--- config.mk ---
export PLATFORM = sky130hd
export DESIGN_NAME = packed_code_match_counter
export DESIGN_NICKNAME = d
export VERILOG_FILES = /design/src/sv/pcmc_pkg.sv /design/src/sv/pcmc_cfg_regs.sv /design/src/sv/pcmc_code_count.sv /design/src/sv/packed_code_match_counter.sv
export VERILOG_INCLUDE_DIRS = /design/src /design/src/sv
export SDC_FILE = /design/constraint.sdc
export NUM_CORES = 1
export LEC_CHECK = 0
export BUFFER_PORTS_ARGS = -buffer_cell sky130_fd_sc_hd__buf_4
export CAP_MARGIN = 20
export CORE_MARGIN = 2
export CORE_UTILIZATION = 35
export CTS_CLUSTER_SIZE = 24
export DETAILED_ROUTE_END_ITERATION = 6
export SYNTH_ARGS = -nofsm -noshare
export SYNTH_HDL_FRONTEND = slang
export SYNTH_SLANG_ARGS = --single-unit
--- constraint.sdc ---
create_clock -name i_clk -period 9 [get_ports i_clk]
set_input_delay 0.9 -clock i_clk [delete_from_list [all_inputs] [get_ports i_clk]]
set_output_delay 0.9 -clock i_clk [all_outputs]
set_load 0.01 [all_outputs]
--- src/sv/packed_code_match_counter_defines.svh ---
// ----------------------------------------------------------------------------
// Packed code match counter assertion macros
// Concurrent assertion wrappers; they compile to nothing when SYNTH is set.
// ----------------------------------------------------------------------------
`ifndef PACKED_CODE_MATCH_COUNTER_DEFINES_SVH
`define PACKED_CODE_MATCH_COUNTER_DEFINES_SVH

`ifndef SYNTH
// Checked only while out of reset.
`define PCMC_ASSERT(label, clk, rst_n, prop) \
    label: assert property (@(posedge clk) disable iff (!rst_n) prop) \
        else $error("pcmc assertion failed");
// Checked on every edge, reset included.
`define PCMC_ASSERT_ALWAYS(label, clk, prop) \
    label: assert property (@(posedge clk) prop) \
        else $error("pcmc assertion failed");
`else
`define PCMC_ASSERT(label, clk, rst_n, prop)
`define PCMC_ASSERT_ALWAYS(label, clk, prop)
`endif

`endif

--- src/sv/pcmc_pkg.sv ---
// ----------------------------------------------------------------------------
// Packed code match counter package
// Shared widths, limits, register indexes and the configuration struct.
// ----------------------------------------------------------------------------
package pcmc_pkg;

    localparam int WORD_BITS  = 32;
    localparam int MAX_WINDOW = 65536;
    localparam int SUM_W      = 17;
    localparam int CNT_W      = 6;
    localparam int OFS_W      = 5;
    localparam int IDX_W      = 3;

    localparam logic [SUM_W-1:0] SUM_MAX = '1;
    // Window cap as seen through the 17-bit window register
    localparam logic [SUM_W-1:0] WIN_CAP =
        (MAX_WINDOW > 131071) ? SUM_MAX : SUM_W'(MAX_WINDOW);

    typedef enum logic [IDX_W-1:0] {
        CFG_CODE_WIDTH = 3'd0,
        CFG_START_OFS  = 3'd1,
        CFG_END_OFS    = 3'd2,
        CFG_WINDOW     = 3'd3
    } t_cfg_idx;

    typedef struct packed {
        logic [1:0]       code_width_log2;
        logic [OFS_W-1:0] start_offset;
        logic [OFS_W-1:0] end_offset;
        logic [SUM_W-1:0] window_size;
    } t_cfg;

endpackage

--- src/sv/pcmc_cfg_regs.sv ---
// ----------------------------------------------------------------------------
// Packed code match counter configuration registers
// Holds code width, window offsets and window size; writes out of range drop.
// ----------------------------------------------------------------------------
module pcmc_cfg_regs (
    input  logic                        i_clk,
    input  logic                        i_rst_n,
    input  logic                        i_cfg_valid,
    input  logic [pcmc_pkg::IDX_W-1:0]  i_cfg_index,
    input  logic [pcmc_pkg::SUM_W-1:0]  i_cfg_data,
    output pcmc_pkg::t_cfg              o_cfg
);

    pcmc_pkg::t_cfg r_cfg;

    always_ff @(posedge i_clk) begin
        if (!i_rst_n) begin
            r_cfg.code_width_log2 <= 2'd1;
            r_cfg.start_offset    <= '0;
            r_cfg.end_offset      <= '1;
            r_cfg.window_size     <= pcmc_pkg::SUM_W'(1);
        end else if (i_cfg_valid) begin
            unique case (pcmc_pkg::t_cfg_idx'(i_cfg_index))
                pcmc_pkg::CFG_CODE_WIDTH: r_cfg.code_width_log2 <= i_cfg_data[1:0];
                pcmc_pkg::CFG_START_OFS:  r_cfg.start_offset <=
                    i_cfg_data[pcmc_pkg::OFS_W-1:0];
                pcmc_pkg::CFG_END_OFS:    r_cfg.end_offset <=
                    i_cfg_data[pcmc_pkg::OFS_W-1:0];
                pcmc_pkg::CFG_WINDOW:     r_cfg.window_size <= i_cfg_data;
                default: ;
            endcase
        end
    end

    assign o_cfg = r_cfg;

endmodule

--- src/sv/pcmc_code_count.sv ---
// ----------------------------------------------------------------------------
// Packed code match counter code counter
// Flags nonzero codes of an XOR word, masks by offsets, and counts them.
// ----------------------------------------------------------------------------
module pcmc_code_count (
    input  logic [pcmc_pkg::WORD_BITS-1:0] i_diff,
    input  logic [1:0]                     i_width_log2,
    input  logic [pcmc_pkg::OFS_W-1:0]     i_start,
    input  logic [pcmc_pkg::OFS_W-1:0]     i_end,
    input  logic                           i_first,
    input  logic                           i_last,
    output logic [pcmc_pkg::CNT_W-1:0]     o_count
);

    localparam int W = pcmc_pkg::WORD_BITS;

    logic [W-1:0]              w_f1;
    logic [W/2-1:0]            w_f2;
    logic [W/4-1:0]            w_f4;
    logic [W/8-1:0]            w_f8;
    logic [W-1:0]              w_flags;
    logic [W-1:0]              w_keep;
    logic [W-1:0]              w_hit;
    logic [pcmc_pkg::OFS_W-1:0] w_cpw_m1;
    logic [pcmc_pkg::OFS_W-1:0] w_hi;
    logic [pcmc_pkg::OFS_W-1:0] w_lo;
    logic [1:0]                w_p2 [16];
    logic [2:0]                w_p3 [8];
    logic [3:0]                w_p4 [4];
    logic [4:0]                w_p5 [2];

    // Per-width nonzero flags, LSB-first code order
    always_comb begin
        w_f1 = i_diff;
        for (int i = 0; i < W/2; i++) w_f2[i] = |i_diff[2*i +: 2];
        for (int i = 0; i < W/4; i++) w_f4[i] = |i_diff[4*i +: 4];
        for (int i = 0; i < W/8; i++) w_f8[i] = |i_diff[8*i +: 8];
    end

    always_comb begin
        unique case (i_width_log2)
            2'd0:    w_flags = w_f1;
            2'd1:    w_flags = W'(w_f2);
            2'd2:    w_flags = W'(w_f4);
            default: w_flags = W'(w_f8);
        endcase
    end

    // Code j (MSB-first) is LSB-first code cpw-1-j
    assign w_cpw_m1 = 5'h1F >> i_width_log2;
    assign w_hi     = w_cpw_m1 - (i_start & w_cpw_m1);
    assign w_lo     = w_cpw_m1 - (i_end & w_cpw_m1);

    always_comb begin
        for (int i = 0; i < W; i++) begin
            w_keep[i] = (!i_first || (pcmc_pkg::OFS_W'(i) <= w_hi)) &&
                        (!i_last  || (pcmc_pkg::OFS_W'(i) >= w_lo));
        end
    end

    assign w_hit = w_flags & w_keep;

    // Adder tree popcount
    always_comb begin
        for (int i = 0; i < 16; i++) w_p2[i] = {1'b0, w_hit[2*i]} + {1'b0, w_hit[2*i+1]};
        for (int i = 0; i < 8; i++)  w_p3[i] = {1'b0, w_p2[2*i]} + {1'b0, w_p2[2*i+1]};
        for (int i = 0; i < 4; i++)  w_p4[i] = {1'b0, w_p3[2*i]} + {1'b0, w_p3[2*i+1]};
        for (int i = 0; i < 2; i++)  w_p5[i] = {1'b0, w_p4[2*i]} + {1'b0, w_p4[2*i+1]};
    end

    assign o_count = {1'b0, w_p5[0]} + {1'b0, w_p5[1]};

endmodule

--- src/sv/packed_code_match_counter.sv ---
// ----------------------------------------------------------------------------
// Packed code match counter
// Counts matching packed codes between a query and a column over a window.
// ----------------------------------------------------------------------------
// One word pair is taken per cycle unless a last word waits for room in the
// output register: the XOR of the pair lands in an input register, the offset
// mask and popcount feed one accumulator add, and the count for a window sits
// in an output register until taken. Throughput is set by that single
// accumulator stage; the output register lets the next window's words up to
// its last keep flowing while a result waits. Registers may be written only
// while no window is in flight. No clearing pass follows reset.
// ----------------------------------------------------------------------------
`include "packed_code_match_counter_defines.svh"

module packed_code_match_counter (
    input  logic                           i_clk,
    input  logic                           i_rst_n,
    // configuration
    input  logic                           i_cfg_valid,
    output logic                           o_cfg_ready,
    input  logic [pcmc_pkg::IDX_W-1:0]     i_cfg_index,
    input  logic [pcmc_pkg::SUM_W-1:0]     i_cfg_data,
    // input words
    input  logic                           i_in_valid,
    output logic                           o_in_ready,
    input  logic [pcmc_pkg::WORD_BITS-1:0] i_query_word,
    input  logic [pcmc_pkg::WORD_BITS-1:0] i_column_word,
    input  logic                           i_first_word,
    input  logic                           i_last_word,
    // results
    output logic                           o_out_valid,
    input  logic                           i_out_ready,
    output logic [pcmc_pkg::SUM_W-1:0]     o_equal_count
);

    localparam int SW = pcmc_pkg::SUM_W;

    pcmc_pkg::t_cfg                 w_cfg;
    logic                           r_a_valid;
    logic                           r_a_first;
    logic                           r_a_last;
    logic [pcmc_pkg::WORD_BITS-1:0] r_a_diff;
    logic [SW-1:0]                  r_sum;
    logic                           r_out_valid;
    logic [SW-1:0]                  r_equal_count;

    logic                           w_out_free;
    logic                           w_a_adv;
    logic [pcmc_pkg::CNT_W-1:0]     w_count;
    logic [SW-1:0]                  w_base;
    logic [SW:0]                    w_sum_ext;
    logic [SW-1:0]                  w_sum_sat;
    logic [SW-1:0]                  w_win;
    logic [SW-1:0]                  n_sum;
    logic [SW-1:0]                  n_equal_count;

    pcmc_cfg_regs u_cfg (
        .i_clk       (i_clk),
        .i_rst_n     (i_rst_n),
        .i_cfg_valid (i_cfg_valid),
        .i_cfg_index (i_cfg_index),
        .i_cfg_data  (i_cfg_data),
        .o_cfg       (w_cfg)
    );

    pcmc_code_count u_count (
        .i_diff       (r_a_diff),
        .i_width_log2 (w_cfg.code_width_log2),
        .i_start      (w_cfg.start_offset),
        .i_end        (w_cfg.end_offset),
        .i_first      (r_a_first),
        .i_last       (r_a_last),
        .o_count      (w_count)
    );

    assign o_cfg_ready = 1'b1;

    // Only last words need room in the output register
    assign w_out_free = !r_out_valid || i_out_ready;
    assign w_a_adv    = r_a_valid && (!r_a_last || w_out_free);
    assign o_in_ready = !r_a_valid || w_a_adv;

    assign w_base    = r_a_first ? '0 : r_sum;
    assign w_sum_ext = {1'b0, w_base} + (SW+1)'(w_count);
    assign w_sum_sat = w_sum_ext[SW] ? pcmc_pkg::SUM_MAX : w_sum_ext[SW-1:0];
    assign n_sum     = r_a_last ? '0 : w_sum_sat;

    assign w_win = (w_cfg.window_size > pcmc_pkg::WIN_CAP) ? pcmc_pkg::WIN_CAP
                                                           : w_cfg.window_size;
    assign n_equal_count = (w_win > w_sum_sat) ? (w_win - w_sum_sat) : '0;

    always_ff @(posedge i_clk) begin
        if (!i_rst_n) begin
            r_a_valid   <= 1'b0;
            r_sum       <= '0;
            r_out_valid <= 1'b0;
        end else begin
            if (o_in_ready) begin
                r_a_valid <= i_in_valid;
            end
            if (w_a_adv) begin
                r_sum <= n_sum;
            end
            if (w_a_adv && r_a_last) begin
                r_out_valid <= 1'b1;
            end else if (i_out_ready) begin
                r_out_valid <= 1'b0;
            end
        end
    end

    always_ff @(posedge i_clk) begin
        if (i_in_valid && o_in_ready) begin
            r_a_diff  <= i_query_word ^ i_column_word;
            r_a_first <= i_first_word;
            r_a_last  <= i_last_word;
        end
        if (w_a_adv && r_a_last) begin
            r_equal_count <= n_equal_count;
        end
    end

    assign o_out_valid   = r_out_valid;
    assign o_equal_count = r_equal_count;

    `PCMC_ASSERT_ALWAYS(a_rst_out_idle, i_clk, !i_rst_n |=> !o_out_valid)
    `PCMC_ASSERT(a_sum_clear_after_last, i_clk, i_rst_n, (w_a_adv && r_a_last) |=> (r_sum == '0))
    `PCMC_ASSERT(a_out_from_last, i_clk, i_rst_n, $rose(o_out_valid) |-> $past(w_a_adv && r_a_last))
    `PCMC_ASSERT(a_count_in_window, i_clk, i_rst_n, o_out_valid |-> (o_equal_count <= pcmc_pkg::WIN_CAP))

endmodule

# After elaboration in Yosys (flattened, before gate mapping)
# Cells that the tools add are included.
[word_totals]
out_inout_bits = 20
word_cells = 270
input_bits = 91
reg_bits = 99
[op_classes]
n_shift = 1
n_bitwise = 4
n_addsub = 35
reduce_logical = 141
n_eq_ne = 5
muxes = 7
n_lt_le_gt_ge = 66
[op_table]
columns = ["operator", "count"]
rows = [
  ["$pmux W32 S3", 1],
  ["$ge A5 B5 Y1 const A", 16],
  ["$le A5 B5 Y1 const A", 16],
  ["$mux W17", 4],
  ["$logic_or A1 B1 Y1", 67],
  ["$ge A4 B5 Y1 const A", 8],
  ["$le A4 B5 Y1 const A", 8],
  ["$logic_and A1 B1 Y1", 35],
  ["$add A1 B1 Y2", 16],
  ["$and A32 B32 Y32", 1],
  ["$reduce_or A2 Y1", 16],
  ["$reduce_or A4 Y1", 8],
  ["$reduce_or A8 Y1", 4],
  ["$xor A32 B32 Y32", 1],
  ["$add A2 B2 Y3", 8],
  ["$ge A3 B5 Y1 const A", 4],
  ["$le A3 B5 Y1 const A", 4],
  ["$add A17 B6 Y18", 1],
  ["$gt A17 B17 Y1", 1],
  ["$gt A17 B17 Y1 const B", 1],
  ["$sub A17 B17 Y17", 1],
  ["$add A3 B3 Y4", 4],
  ["$add A4 B4 Y5", 2],
  ["$and A5 B5 Y5", 2],
  ["other kinds (17)", 30],
]

# Logic depth before layout (Yosys ltp)
# Gate-level depths: netlist (run 1).
[depth]
word_depth = 15
ltp_mapped = 34
ltp_nobuf = 31

# Cells and area by module
# A second synthesis (run 1) with hierarchy kept.
[hier_totals]
hier_cells = 835
hier_area_um2 = 7531.0
[modules_own_cells]
columns = ["mod", "cells_per_inst", "n_inst", "area_per_inst_um2", "seq_area_each_um2"]
rows = [
  ["packed_code_match_counter", 424, 1, 4310.4, 1911.8],
  ["pcmc_code_count", 288, 1, 2013.2, 0.0],
  ["pcmc_cfg_regs", 123, 1, 1207.4, 580.6],
]

# Worst setup path before layout (run 1)
# Ideal clock, no wire load.
[synth_timing]
kind = "register to register"
from = "register u_cfg.r_cfg (netlist bit u_cfg.o_cfg[28])"
to = "register r_equal_count[10] (netlist: o_equal_count[10]), data pin"
arrival_time_ns = 7.820
required_ns = 8.746
stages_incl_launch_ff = 35
slack_ns = 0.926
setup_time_ns = 0.254
period_less_slack_ns = 8.074
n_path_buf = 4
path_cell_list = "dfxtp_1 clkbuf_1 or2_2 a21oi_1 nand2_1 nor2_1 o21ai_0 fa_1 fa_1 inv_1 fa_1 inv_1 fa_1 fa_1 inv_1 fa_1 inv_1 fa_1 fa_1 nand2b_1 a21oi_1 o41a_1 and2_1 xnor2_1 nor2_1 ha_1 buf_2 a21o_1 a21o_1 a21oi_1 a21boi_1 a211o_1 buf_6 buf_6 nor2_1"
[synth_between]
elab_chain_len = 15
word_cells_on_any_way = 205
classes_between = "add/sub: 35; order compare: 65; eq/ne: 2; shift: 1; mux: 2; bitwise: 3; reduce/logical: 97"
[synth_rtl]
columns = ["element", "line_no", "text"]
rows = [
  ["start, declared", "pcmc_cfg_regs.sv:14", "pcmc_pkg::t_cfg r_cfg;"],
  ["$shr A5 B2 Y5", "pcmc_code_count.sv:50", "assign w_cpw_m1 = 5'h1F >> i_width_log2;"],
  ["$and A5 B5 Y5 (on tied branches)", "pcmc_code_count.sv:51, pcmc_code_count.sv:52", ""],
  ["$sub A5 B5 Y5 (on tied branches)", "pcmc_code_count.sv:51, pcmc_code_count.sv:52", ""],
  ["$le A1 B5 Y1 (tied with other cells)", "pcmc_code_count.sv:56", "w_keep[i] = (!i_first || (pcmc_pkg::OFS_W'(i) <= w_hi)) &&"],
  ["$logic_or A1 B1 Y1 (on tied branches)", "pcmc_code_count.sv:56, pcmc_code_count.sv:57", ""],
  ["$logic_and A1 B1 Y1", "pcmc_code_count.sv:56", ""],
  ["$and A32 B32 Y32 *", "pcmc_code_count.sv:61", "assign w_hit = w_flags & w_keep;"],
  ["$add A1 B1 Y2", "pcmc_code_count.sv:65", "for (int i = 0; i < 16; i++) w_p2[i] = {1'b0, w_hit[2*i]} + {1'b0, w_hit[2*i+1]};"],
  ["$add A2 B2 Y3", "pcmc_code_count.sv:66", "for (int i = 0; i < 8; i++) w_p3[i] = {1'b0, w_p2[2*i]} + {1'b0, w_p2[2*i+1]};"],
  ["$add A3 B3 Y4", "pcmc_code_count.sv:67", "for (int i = 0; i < 4; i++) w_p4[i] = {1'b0, w_p3[2*i]} + {1'b0, w_p3[2*i+1]};"],
  ["$add A4 B4 Y5", "pcmc_code_count.sv:68", "for (int i = 0; i < 2; i++) w_p5[i] = {1'b0, w_p4[2*i]} + {1'b0, w_p4[2*i+1]};"],
  ["$add A5 B5 Y6 *", "pcmc_code_count.sv:71", "assign o_count = {1'b0, w_p5[0]} + {1'b0, w_p5[1]};"],
  ["$add A17 B6 Y18 *", "packed_code_match_counter.sv:84", "assign w_sum_ext = {1'b0, w_base} + (SW+1)'(w_count);"],
  ["$mux W17 *", "packed_code_match_counter.sv:85", "assign w_sum_sat = w_sum_ext[SW] ? pcmc_pkg::SUM_MAX : w_sum_ext[SW-1:0];"],
  ["$sub A17 B17 Y17 / $gt A17 B17 Y1 (equally long branches)", "packed_code_match_counter.sv:90", "assign n_equal_count = (w_win > w_sum_sat) ? (w_win - w_sum_sat) : '0;"],
  ["end signal, assigned", "packed_code_match_counter.sv:119", "r_equal_count <= n_equal_count;"],
  ["end, declared", "packed_code_match_counter.sv:45", "logic [SW-1:0] r_equal_count;"],
]
# Mark *: on every way between the ends. The rest lies on a longest branch, timed or not.
# A chain may end at the register's enable or synchronous reset.

# Final worst setup path (run 1)
[layout_timing]
from = "register u_cfg.r_cfg (netlist bit u_cfg.o_cfg[20])"
to = "register r_equal_count[11] (netlist: o_equal_count[11]), data pin"
[layout_between]
elab_chain_len = 14
word_cells_on_any_way = 134
classes_between = "add/sub: 34; order compare: 33; mux: 1; bitwise: 2; reduce/logical: 64"
[layout_rtl]
columns = ["element", "line_no", "text"]
rows = [
  ["$and A5 B5 Y5 *", "pcmc_code_count.sv:52", "assign w_lo = w_cpw_m1 - (i_end & w_cpw_m1);"],
  ["$sub A5 B5 Y5 *", "pcmc_code_count.sv:52", ""],
  ["$ge A1 B5 Y1 (tied with other cells)", "pcmc_code_count.sv:57", "(!i_last || (pcmc_pkg::OFS_W'(i) >= w_lo));"],
  ["$logic_or A1 B1 Y1", "pcmc_code_count.sv:57", ""],
  ["$logic_and A1 B1 Y1", "pcmc_code_count.sv:56", ""],
  ["$and A32 B32 Y32 *", "pcmc_code_count.sv:61", ""],
  ["$add A1 B1 Y2", "pcmc_code_count.sv:65", ""],
  ["$add A2 B2 Y3", "pcmc_code_count.sv:66", ""],
  ["$add A3 B3 Y4", "pcmc_code_count.sv:67", ""],
  ["$add A4 B4 Y5", "pcmc_code_count.sv:68", ""],
  ["$add A5 B5 Y6 *", "pcmc_code_count.sv:71", ""],
  ["$add A17 B6 Y18 *", "packed_code_match_counter.sv:84", ""],
  ["$mux W17 *", "packed_code_match_counter.sv:85", ""],
  ["$sub A17 B17 Y17 / $gt A17 B17 Y1 (equally long branches)", "packed_code_match_counter.sv:90", ""],
]
# Marks and branches as above.

==> key figures, run 1 <==
Run status
  • Status: finished clean

Yosys
  • Synth top area share: 0.2061
  • Cells after Synth: 854
  • Synth Cell Area: 7431 um2
  • Syn Nets: 1004
  • Yosys warns: 0
  • Number of synthesized register bits: 99
  • Top-count cell post-synth: nand2_1
  • Dominant synthesized flop cell: edfxtp_1
  • Sequential fraction of the synthesis area: 0.3354
  • Commonest cells in the synthesized netlist: nand2_1, nor2_1, o21ai_0
  • Number of flops mapped to enable cells by yosys: 51
  • Post-synth cell types: 75
  • Synth async-reset ratio: 0
  • Cells taking the most area after synthesis: edfxtp_1, dfxtp_1, fa_1, ha_1, nand2_1
  • Syn_area_per_cell: 8.701 um2
  • Yosys top cell by area: edfxtp_1

Global route
  • Total gr overflow: 0
  • Gr usage total: 0.1844
  • Vias in the first global route: 6195
  • First-pass GRT wire length: 32440 um
  • Antenna violations before repair: 0
  • Largest net degree at the start of global routing: 38

Setup path
  • CP Launch Type: register
  • Crit path largest cell delay: 580 ps
  • Worst flop-to-flop path startpoint: u_cfg.o_cfg[20]
  • Critical Path Most Common Cell: fa_1
  • Reg2reg end: o_equal_count[11]
  • Crit path required time: 9110 ps
  • Worst EP arrival: 8560 ps
  • CP Buf/Inv Count: 6
  • Critical path's top delay family: adder cells
  • Critical setup path kind: register to register
  • Setup crit end kind: register
  • Slowest CP cell: dfxtp_1
  • Register-to-Register Setup Slack: 550 ps
  • Worst-path fanout max: 17
  • Cell count of the worst reg-to-reg path: 31

Timing
  • Max Clock Freq: 118.4 MHz
  • Final hold slack: 450.1 ps
  • Slew HR: 0.4604
  • Max-slew violation count: 0
  • Min cycle time layout: 8448 ps
  • Setup violators final: 0
  • Worst Tran Pin Value: 809.5 ps
  • RSZ-0062 raised after global routing: no
  • Fin. Hold Viols: 0
  • Clk_skew: 6.658 ps
  • Final Cycle Share: 0.9386
  • Setup TNS: 0 ps

Floorplanning
  • Full die area: 22410 um2
  • Row Count: 53
  • Initial Util: 0.3546
  • Die width: 149.7 um
  • Core Area: 20960 um2
  • I/O pin cnt: 111
  • Die Y: 149.7 um

Clocking
  • Sink Count: 99
  • CTS tree: yes
  • Worst skew pair latency: 360 ps
  • Postcts setup bufs: 0
  • CTS-repair resized insts: 0
  • Clock buffer depth: 2
  • Root Driver: clkbuf_16
  • Num CTS Buffers: 9
  • H-tree depth: 3
  • CTS Hold Buffers Added: 0
  • Clk slew on worst S/H paths: 80 ps

Power and ir drop
  • Peak VDD IR: 360.0 uV
  • PwrDens: 356.7 nW/um2
  • Total Power: 0.003189 W
  • Leak: 3.675 nW

Route
  • DRC: 0
  • Pre-Repair DR Iteration Count: 6
  • Vias: 6544
  • Vias/cell: 5.307
  • Initial drt markers: 646
  • Routed WL: 20170 um
  • DR WL/cell: 16.36 um
  • ANT nets after route: 0

Hold path
  • Hold depth: 2
  • Worst hold-check path type: register to register
  • Hold path endpoint: r_sum[6]
  • Hold_sp: r_sum[6]

Run
  • Max-cap viol count: 0

Finish
  • Utilization after layout: 0.4267
  • Nets@finish: 1103
  • Fraction of layout cells with a size suffix above 1: 0.1827
  • Final Cell Area: 8942 um2
  • Antenna cells: 0
  • P&R area growth vs syn: 20.34%

Place
  • IO Port Bufs: 109
  • GP Congestion: 0.9890
  • Detailed placement HPWL: 15880 um
  • DP Area: 8561 um2
cell families after synthesis:
kind of cell	synth area share
adder cells (fa/ha/maj)	0.1266
AO/OA/AOI/OAI	0.1926
flip-flops	0.3354
AND/OR/NAND/NOR	0.2243
buffers and inverters	0.04782
XOR/XNOR	0.05657
other	0.0005047
multiplexers	0.01616
worst max path at each step:
stage                             end             from  depth (start not counted)  slack, ps
global route         o_equal_count[4]  u_cfg.o_cfg[28]                         30          3
CTS                 o_equal_count[16]  u_cfg.o_cfg[28]                         30        220
detailed placement  o_equal_count[16]  u_cfg.o_cfg[28]                         30        240
floorplan           o_equal_count[10]  u_cfg.o_cfg[28]                         34        930
global placement    o_equal_count[16]  u_cfg.o_cfg[27]                         29        330
finish              o_equal_count[11]  u_cfg.o_cfg[20]                         31        550
per-layer routing:
metal	vias to the layer above	part of all wire	GRT usage
met4	0	0.029	0.06321
met5	-	0	0
li1	3224	-	-
met3	48	0.058	0.02866
met1	3013	0.46	0.2552
met2	259	0.46	0.2943
through the flow:
step / setup WS [ps] / std cells
floorplan: 926.0 / 854
global placement: 334.5 / 1216
detailed placement: 236.9 / 1216
CTS: 215.7 / 1232
global route: 3.171 / 1233
finish: 552.4 / 1233
layout make-up:
cell class              instances  area [um2]
inverters                      48       180.2
well taps                     275       344.1
fillers                      2175       12010
repair buffers                127       965.9
flip-flops and latches         99        2494
clock buffers                   9       225.2
clock inverters                 7       90.09
multi-input cells             668        4643
registers in the layout (all words and copies together), names as in the netlist:
name           count
r_a_diff          32
o_equal_count     17
r_sum             17
r_a_valid          1
u_cfg.o_cfg       29
o_out_valid        1
r_a_last           1
r_a_first          1
power breakdown:
group | leakage [nW] | total (W) | switching (W) | internal (W)
combinational | 2.64 | 0.00213 | 0.00126 | 0.000869
sequential | 0.880 | 0.000638 | 0.0000267 | 0.000612
clock | 0.157 | 0.000423 | 0.000199 | 0.000224
total | 3.67 | 0.00319 | 0.00148 | 0.00170
worst register-to-register path: cells and delay by family, from the launching register on:
family	cells	cell delay [ps]
xor+xnor	1	80
fa+ha+maj	9	4390
compound gates	11	1860
buf+inv	6	600
flops	1	580
simple gates	4	690
cells in the final DEF (no fill, tap or decap), drive strengths merged, types with 10 or more instances in the layout:
cell	n
dfxtp	48
a21boi	19
fa	27
nor4	13
xnor2	11
a21oi	46
buf	127
o211ai	10
nor2b	35
a211oi	10
o2111ai	13
xor2	37
nand2	106
nor2	84
a31oi	10
mux2i	12
edfxtp	51
o21ai	62
nand2b	11
nand3	21
or3	11
ha	32
inv	52
Power figures use the tool's default switching activity.
==> inputs of run 2 (changes only) <==
==> constraint.sdc (replaced) <==
create_clock -name i_clk -period 9 [get_ports i_clk]
set_input_delay 1.35 -clock i_clk [delete_from_list [all_inputs] [get_ports i_clk]]
set_output_delay 1.35 -clock i_clk [all_outputs]
set_load 0.01 [all_outputs]
==> key figures, run 2 (synthesized netlist as in run 1, its figures left out) <==
Power and ir drop
  • PwrDens: 349.3 nW/um2 (was 356.7 nW/um2)
  • Sw Share: 0.4677 (was 0.4655)
  • Peak VDD IR: 308.9 uV (was 360.0 uV)
  • P_int: 0.001652 W (was 0.001705 W)
  • Gate power share: 0.668 (was 0.667)
  • Clk pwr share: 0.127 (was 0.133)
  • Leak: 3.662 nW (was 3.675 nW)
  • Sequential power share: 0.205 (was 0.200)
  • P_sw: 0.001452 W (was 0.001485 W)

Timing
  • Max-slew violation count: 0 (unchanged)
  • Clk_skew: 14.65 ps (was 6.658 ps)
  • Final Cycle Share: 0.9479 (was 0.9386)
  • Max Clock Freq: 117.2 MHz (was 118.4 MHz)
  • Fin. Hold Viols: 0 (unchanged)
  • Setup TNS: 0 ps (unchanged)
  • Min cycle time layout: 8531 ps (was 8448 ps)
  • Setup ws final: 468.7 ps (was 552.4 ps)
  • Slew HR: 0.4907 (was 0.4604)
  • Worst Tran Pin Value: 764.0 ps (was 809.5 ps)
  • RSZ-0062 raised after global routing: no (unchanged)
  • Setup violators final: 0 (unchanged)

Clocking
  • Clk slew on worst S/H paths: 80 ps (about the same)
  • Sink Count: 99 (unchanged)
  • H-tree depth: 3 (unchanged)
  • Num CTS Buffers: 9 (unchanged)
  • CTS tree: yes (unchanged)
  • Worst skew pair latency: 360 ps (about the same)
  • Root Driver: clkbuf_16 (unchanged)
  • CTS Hold Buffers Added: 0 (unchanged)
  • Clock buffer depth: 2 (unchanged)
  • Postcts setup bufs: 0 (unchanged)

Setup path
  • Crit path required time: 9200 ps (was 9110 ps)
  • Worst-path fanout max: 17 (unchanged)
  • Setup crit end kind: register (unchanged)
  • Critical path origin: r_a_diff[20] (was u_cfg.o_cfg[20])
  • Worst flop-to-flop path startpoint: r_a_diff[20] (was u_cfg.o_cfg[20])
  • CP Launch Type: register (unchanged)
  • Critical setup path kind: register to register (unchanged)
  • Worst EP arrival: 8730 ps (was 8560 ps)

Floorplanning
  • Full die area: 22410 um2 (unchanged)
  • Initial Util: 0.3546 (unchanged)
  • Core Area: 20960 um2 (unchanged)
  • Row Count: 53 (unchanged)
  • Die Y: 149.7 um (unchanged)
  • Die width: 149.7 um (unchanged)
  • I/O pin cnt: 111 (unchanged)

Hold path
  • Worst hold-check path type: register to register (unchanged)
  • Hold_sp: r_sum[5] (was r_sum[6])

Finish
  • Most frequent cells in the layout: buf_4, nand2_1, nor2_1, o21ai_0, edfxtp_1 (unchanged)
  • Layout Cells excl Fill: 1234 (was 1233)
  • Register with the most flip-flops: r_a_diff (unchanged)
  • Antenna cells: 0 (unchanged)
  • Fraction of layout cells with a size suffix above 1: 0.1804 (was 0.1827)
  • P&R area growth vs syn: 19.60% (was 20.34%)
  • Most common cell after layout, fill and taps aside: buf_4 (unchanged)
  • Max reg flops: 32 (unchanged)
  • Nets@finish: 1104 (was 1103)

Global route
  • Largest net degree at the start of global routing: 40 (was 38)
  • First-pass GRT wire length: 32400 um (was 32440 um)
  • Total gr overflow: 0 (unchanged)
  • Gr usage total: 0.1852 (was 0.1844)
  • Antenna violations before repair: 0 (unchanged)
  • Vias in the first global route: 6121 (was 6195)

Place
  • Detailed placement HPWL: 15940 um (was 15880 um)
  • GP Congestion: 0.9588 (was 0.9890)
  • Place WS: 230.8 ps (was 236.9 ps)
  • IO Port Bufs: 109 (unchanged)
  • Placed insts: 1218 (was 1216)

Route
  • Routed WL: 20290 um (was 20170 um)
  • Pre-Repair DR Iteration Count: 5 (was 6)
  • Vias/cell: 5.277 (was 5.307)
  • Vias: 6512 (was 6544)
  • DR WL/cell: 16.45 um (was 16.36 um)
  • Initial drt markers: 467 (was 646)
  • DRC: 0 (unchanged)
  • ANT nets after route: 0 (unchanged)

Run
  • Max-cap viol count: 0 (unchanged)

Run status
  • Status: finished clean (unchanged)
run 2: worst paths after layout:
kind | slack (ps) | cells past startpoint | to
min reg2reg | 440 | 2 | r_sum[5]
max | 470 | 27 | o_equal_count[16]
min | 440 | 2 | r_sum[5]
max reg2reg | 470 | 27 | o_equal_count[16]
run 2: power by group through the flow:
stage	logic, W	registers [W]	clock network [W]
after floorplan	0.00155	0.000658	0
after global placement	0.00206	0.000647	0
after detailed placement	0.00206	0.000648	0
after CTS	0.00206	0.000638	0.000400
after global routing	0.00232	0.000643	0.000423
final	0.00207	0.000638	0.000393
run 2: cell type report:
type	instances	area, um2
Timing Repair Buffer	128	964.7
Clock inverter	6	48.80
Inverter	48	180.2
Clock buffer	10	239.0
Fill cell	2128	12070
Sequential cell	99	2497
Tap cell	275	344.1
Multi-Input combinational cell	668	4613
run 2: critical path, stage by stage (launching register included):
cell and delay, ps:
edfxtp_1 420, nor4_1 520, nand3_1 130, o211ai_1 110
o21ai_0 110, o2111ai_1 150, fa_1 510, fa_1 520
fa_1 530, fa_1 520, fa_1 540, inv_1 60
fa_1 540, inv_1 60, fa_1 450, fa_1 400
nand2b_1 200, a21oi_2 240, o21ai_1 200, nor2_1 220
xnor2_1 150, nor2_1 80, ha_1 440, nand4_1 160
o21ba_2 290, a21oi_2 70, a211o_2 490, nor4_4 290
run 2: timing repair:
item	CTS	global route
endpoints found under the hold margin	0	0
resized for setup	0	10
setup endpoints to repair	0	17
run 2: stage by stage:
stage	power [W]	area (um2)	utilization	hold slack, ps
finish	0.003105	8887	0.4241	444.9
global route	0.003388	8887	0.4241	481.9
floorplan	0.002207	7431	-	417.3
detailed placement	0.002703	8576	0.4092	434.6
CTS	0.003099	8864	0.4230	452.4
global placement	0.002709	8576	0.4092	432.9
run 2: metal layers:
metal,share of wire,vias up,track usage
li1,-,3226,-
met1,0.46,3023,0.2549
met2,0.47,227,0.2991
met3,0.050,36,0.02683
met4,0.024,0,0.06226
met5,0,-,0
==> inputs of run 3 (changes only) <==
- PLACE_DENSITY: default -> 0.61
==> key figures, run 3 (synthesized netlist as in run 1, its figures left out) <==
Power and ir drop
  • Peak VDD IR: 388.4 uV (was 308.9 uV)
  • PwrDens: 347.0 nW/um2 (was 349.3 nW/um2)
  • Total Power: 0.003093 W (was 0.003105 W)
  • Leak: 3.657 nW (was 3.662 nW)

Clocking
  • Clk slew on worst S/H paths: 70 ps (was 80 ps)
  • Root Driver: clkbuf_16 (unchanged)
  • Clock buffer depth: 2 (unchanged)
  • Num CTS Buffers: 9 (unchanged)
  • Worst skew pair latency: 360 ps (about the same)
  • CTS tree: yes (unchanged)
  • Postcts setup bufs: 0 (unchanged)
  • H-tree depth: 3 (unchanged)
  • Sink Count: 99 (unchanged)

Setup path
  • Setup crit end kind: register (unchanged)
  • Worst flop-to-flop path startpoint: u_cfg.o_cfg[28] (was r_a_diff[20])
  • Crit path required time: 9100 ps (was 9200 ps)
  • Reg2reg end: o_equal_count[16] (unchanged)
  • Slowest CP cell: fa_1 (unchanged)
  • Register-to-Register Setup Slack: 350 ps (was 470 ps)
  • Cell count of the worst reg-to-reg path: 25 (was 27)
  • Critical Path Most Common Cell: fa_1 (unchanged)
  • CP Launch Type: register (unchanged)
  • Critical setup path kind: register to register (unchanged)
  • Worst-path fanout max: 10 (was 17)
  • Worst EP arrival: 8750 ps (was 8730 ps)
  • Crit path largest cell delay: 560 ps (was 540 ps)

Place
  • GP Congestion: 0.9723 (was 0.9588)
  • DP Area: 8553 um2 (was 8576 um2)
  • Detailed placement HPWL: 15790 um (was 15940 um)
  • Place WS: 171.2 ps (was 230.8 ps)
  • IO Port Bufs: 109 (unchanged)
  • Placed insts: 1215 (was 1218)

Route
  • DRC: 0 (unchanged)
  • Vias: 6504 (was 6512)
  • Vias/cell: 5.284 (was 5.277)
  • DR WL/cell: 16.20 um (was 16.45 um)
  • Routed WL: 19940 um (was 20290 um)
  • Pre-Repair DR Iteration Count: 5 (unchanged)
  • ANT nets after route: 0 (unchanged)
  • Initial drt markers: 557 (was 467)

Timing
  • Max Clock Freq: 115.6 MHz (was 117.2 MHz)
  • Fin. Hold Viols: 0 (unchanged)
  • Max-slew violation count: 0 (unchanged)
  • Clk_skew: 11.75 ps (was 14.65 ps)
  • Setup TNS: 0 ps (unchanged)
  • Setup violators final: 0 (unchanged)
  • Min cycle time layout: 8654 ps (was 8531 ps)
  • Slew HR: 0.4989 (was 0.4907)
  • Setup ws final: 346.0 ps (was 468.7 ps)
  • Final Cycle Share: 0.9616 (was 0.9479)
  • RSZ-0062 raised after global routing: no (unchanged)
  • Worst Tran Pin Value: 741.8 ps (was 764.0 ps)

Floorplanning
  • Row Count: 53 (unchanged)
  • Die Y: 149.7 um (unchanged)
  • I/O pin cnt: 111 (unchanged)
  • Full die area: 22410 um2 (unchanged)
  • Die width: 149.7 um (unchanged)
  • Core Area: 20960 um2 (unchanged)
  • Initial Util: 0.3546 (unchanged)

Finish
  • Sequential Area: 2496 um2 (was 2497 um2)
  • Layout Cells excl Fill: 1231 (was 1234)
  • Final Cell Area: 8915 um2 (was 8887 um2)
  • P&R area growth vs syn: 19.97% (was 19.60%)
  • Fraction of layout cells with a size suffix above 1: 0.1778 (was 0.1804)
  • Max reg flops: 32 (unchanged)
  • Register with the most flip-flops: r_a_diff (unchanged)
  • Multi-input gate area: 4637 um2 (was 4613 um2)
  • Antenna cells: 0 (unchanged)
  • Most common cell after layout, fill and taps aside: buf_4 (unchanged)
  • Nets@finish: 1101 (was 1104)
  • Most frequent cells in the layout: buf_4, nand2_1, nor2_1, o21ai_0, edfxtp_1 (unchanged)
  • # fillers: 2091 (was 2128)

Global route
  • Vias in the first global route: 6055 (was 6121)
  • Total gr overflow: 0 (unchanged)
  • Antenna violations before repair: 0 (unchanged)
  • Gr usage total: 0.1827 (was 0.1852)
  • Largest net degree at the start of global routing: 40 (unchanged)
  • First-pass GRT wire length: 32020 um (was 32400 um)

Hold path
  • Hold depth: 2 (unchanged)
  • Hold_sp: r_sum[5] (unchanged)
  • Worst hold-check path type: register to register (unchanged)
  • Hold path endpoint: r_sum[5] (unchanged)

Run status
  • Status: finished clean (unchanged)

Run
  • Max-cap viol count: 0 (unchanged)
[run 3: cell count changes in the layout (fill, tap and decap cells not counted), moves of 2 or more]
| cell | before | now |
|---|---|---|
| buf_4 | 127 | 124 |
| inv_6 | 2 | 0 |
| clkbuf_16 | 9 | 11 |
| o21ai_1 | 5 | 7 |
| clkinv_2 | 3 | 0 |
| clkbuf_1 | 0 | 2 |
[run 3: cell type report]
class | count | area share
Sequential cell | 99 | 0.2800
Multi-Input combinational cell | 668 | 0.5201
Clock buffer | 14 | 0.03326
Clock inverter | 2 | 0.001684
Timing Repair Buffer | 125 | 0.1061
Inverter | 48 | 0.02021
Tap cell | 275 | 0.03860
[run 3: layer usage]
layer  global-route usage  vias to the layer above  share of wire
li1                     -                     3238              -
met4              0.06887                        0          0.032
met5                    0                        -              0
met1               0.2432                     3000           0.46
met2               0.2979                      222           0.46
met3              0.03140                       44          0.049
[run 3: timing repair]
item	4_1_cts	5_1_grt
hold buffers	0	0
resized for setup	0	15
endpoints found under the setup margin	0	17
[run 3: through the flow]
| stage | hold slack (ps) | utilization |
|---|---|---|
| final | 449.2 | 0.4254 |
| after global routing | 479.4 | 0.4254 |
| after CTS | 454.2 | 0.4230 |
| after detailed placement | 436.7 | 0.4082 |
| after global placement | 431.7 | 0.4082 |
| after floorplan | 417.3 | - |
[run 3: worst max path at each step]
stage                          startpoint                 to  slack (ps)
final                     u_cfg.o_cfg[28]  o_equal_count[16]         350
after global routing         r_a_diff[21]  o_equal_count[16]           9
after CTS                    r_a_diff[17]  o_equal_count[16]         150
after detailed placement     r_a_diff[17]  o_equal_count[16]         170
after global placement    u_cfg.o_cfg[28]   o_equal_count[4]         210
after floorplan           u_cfg.o_cfg[28]  o_equal_count[10]         930
[run 3: worst max-delay path: cells and delay by family, from the launching register on]
family,cells,cell delay [ps]
adders and majority gates,9,4270
AOI/OAI and AO/OA,9,2590
buffers and inverters,3,160
DFF,1,370
and+or+nand+nor,4,1020
[run 3: power by group]
part,switching (W),total [W],leakage (nW),internal (W)
clock network,0.000176,0.000406,0.154,0.000230
logic,0.00121,0.00205,2.62,0.000844
registers,0.0000261,0.000638,0.880,0.000612
total,0.00141,0.00309,3.66,0.00169
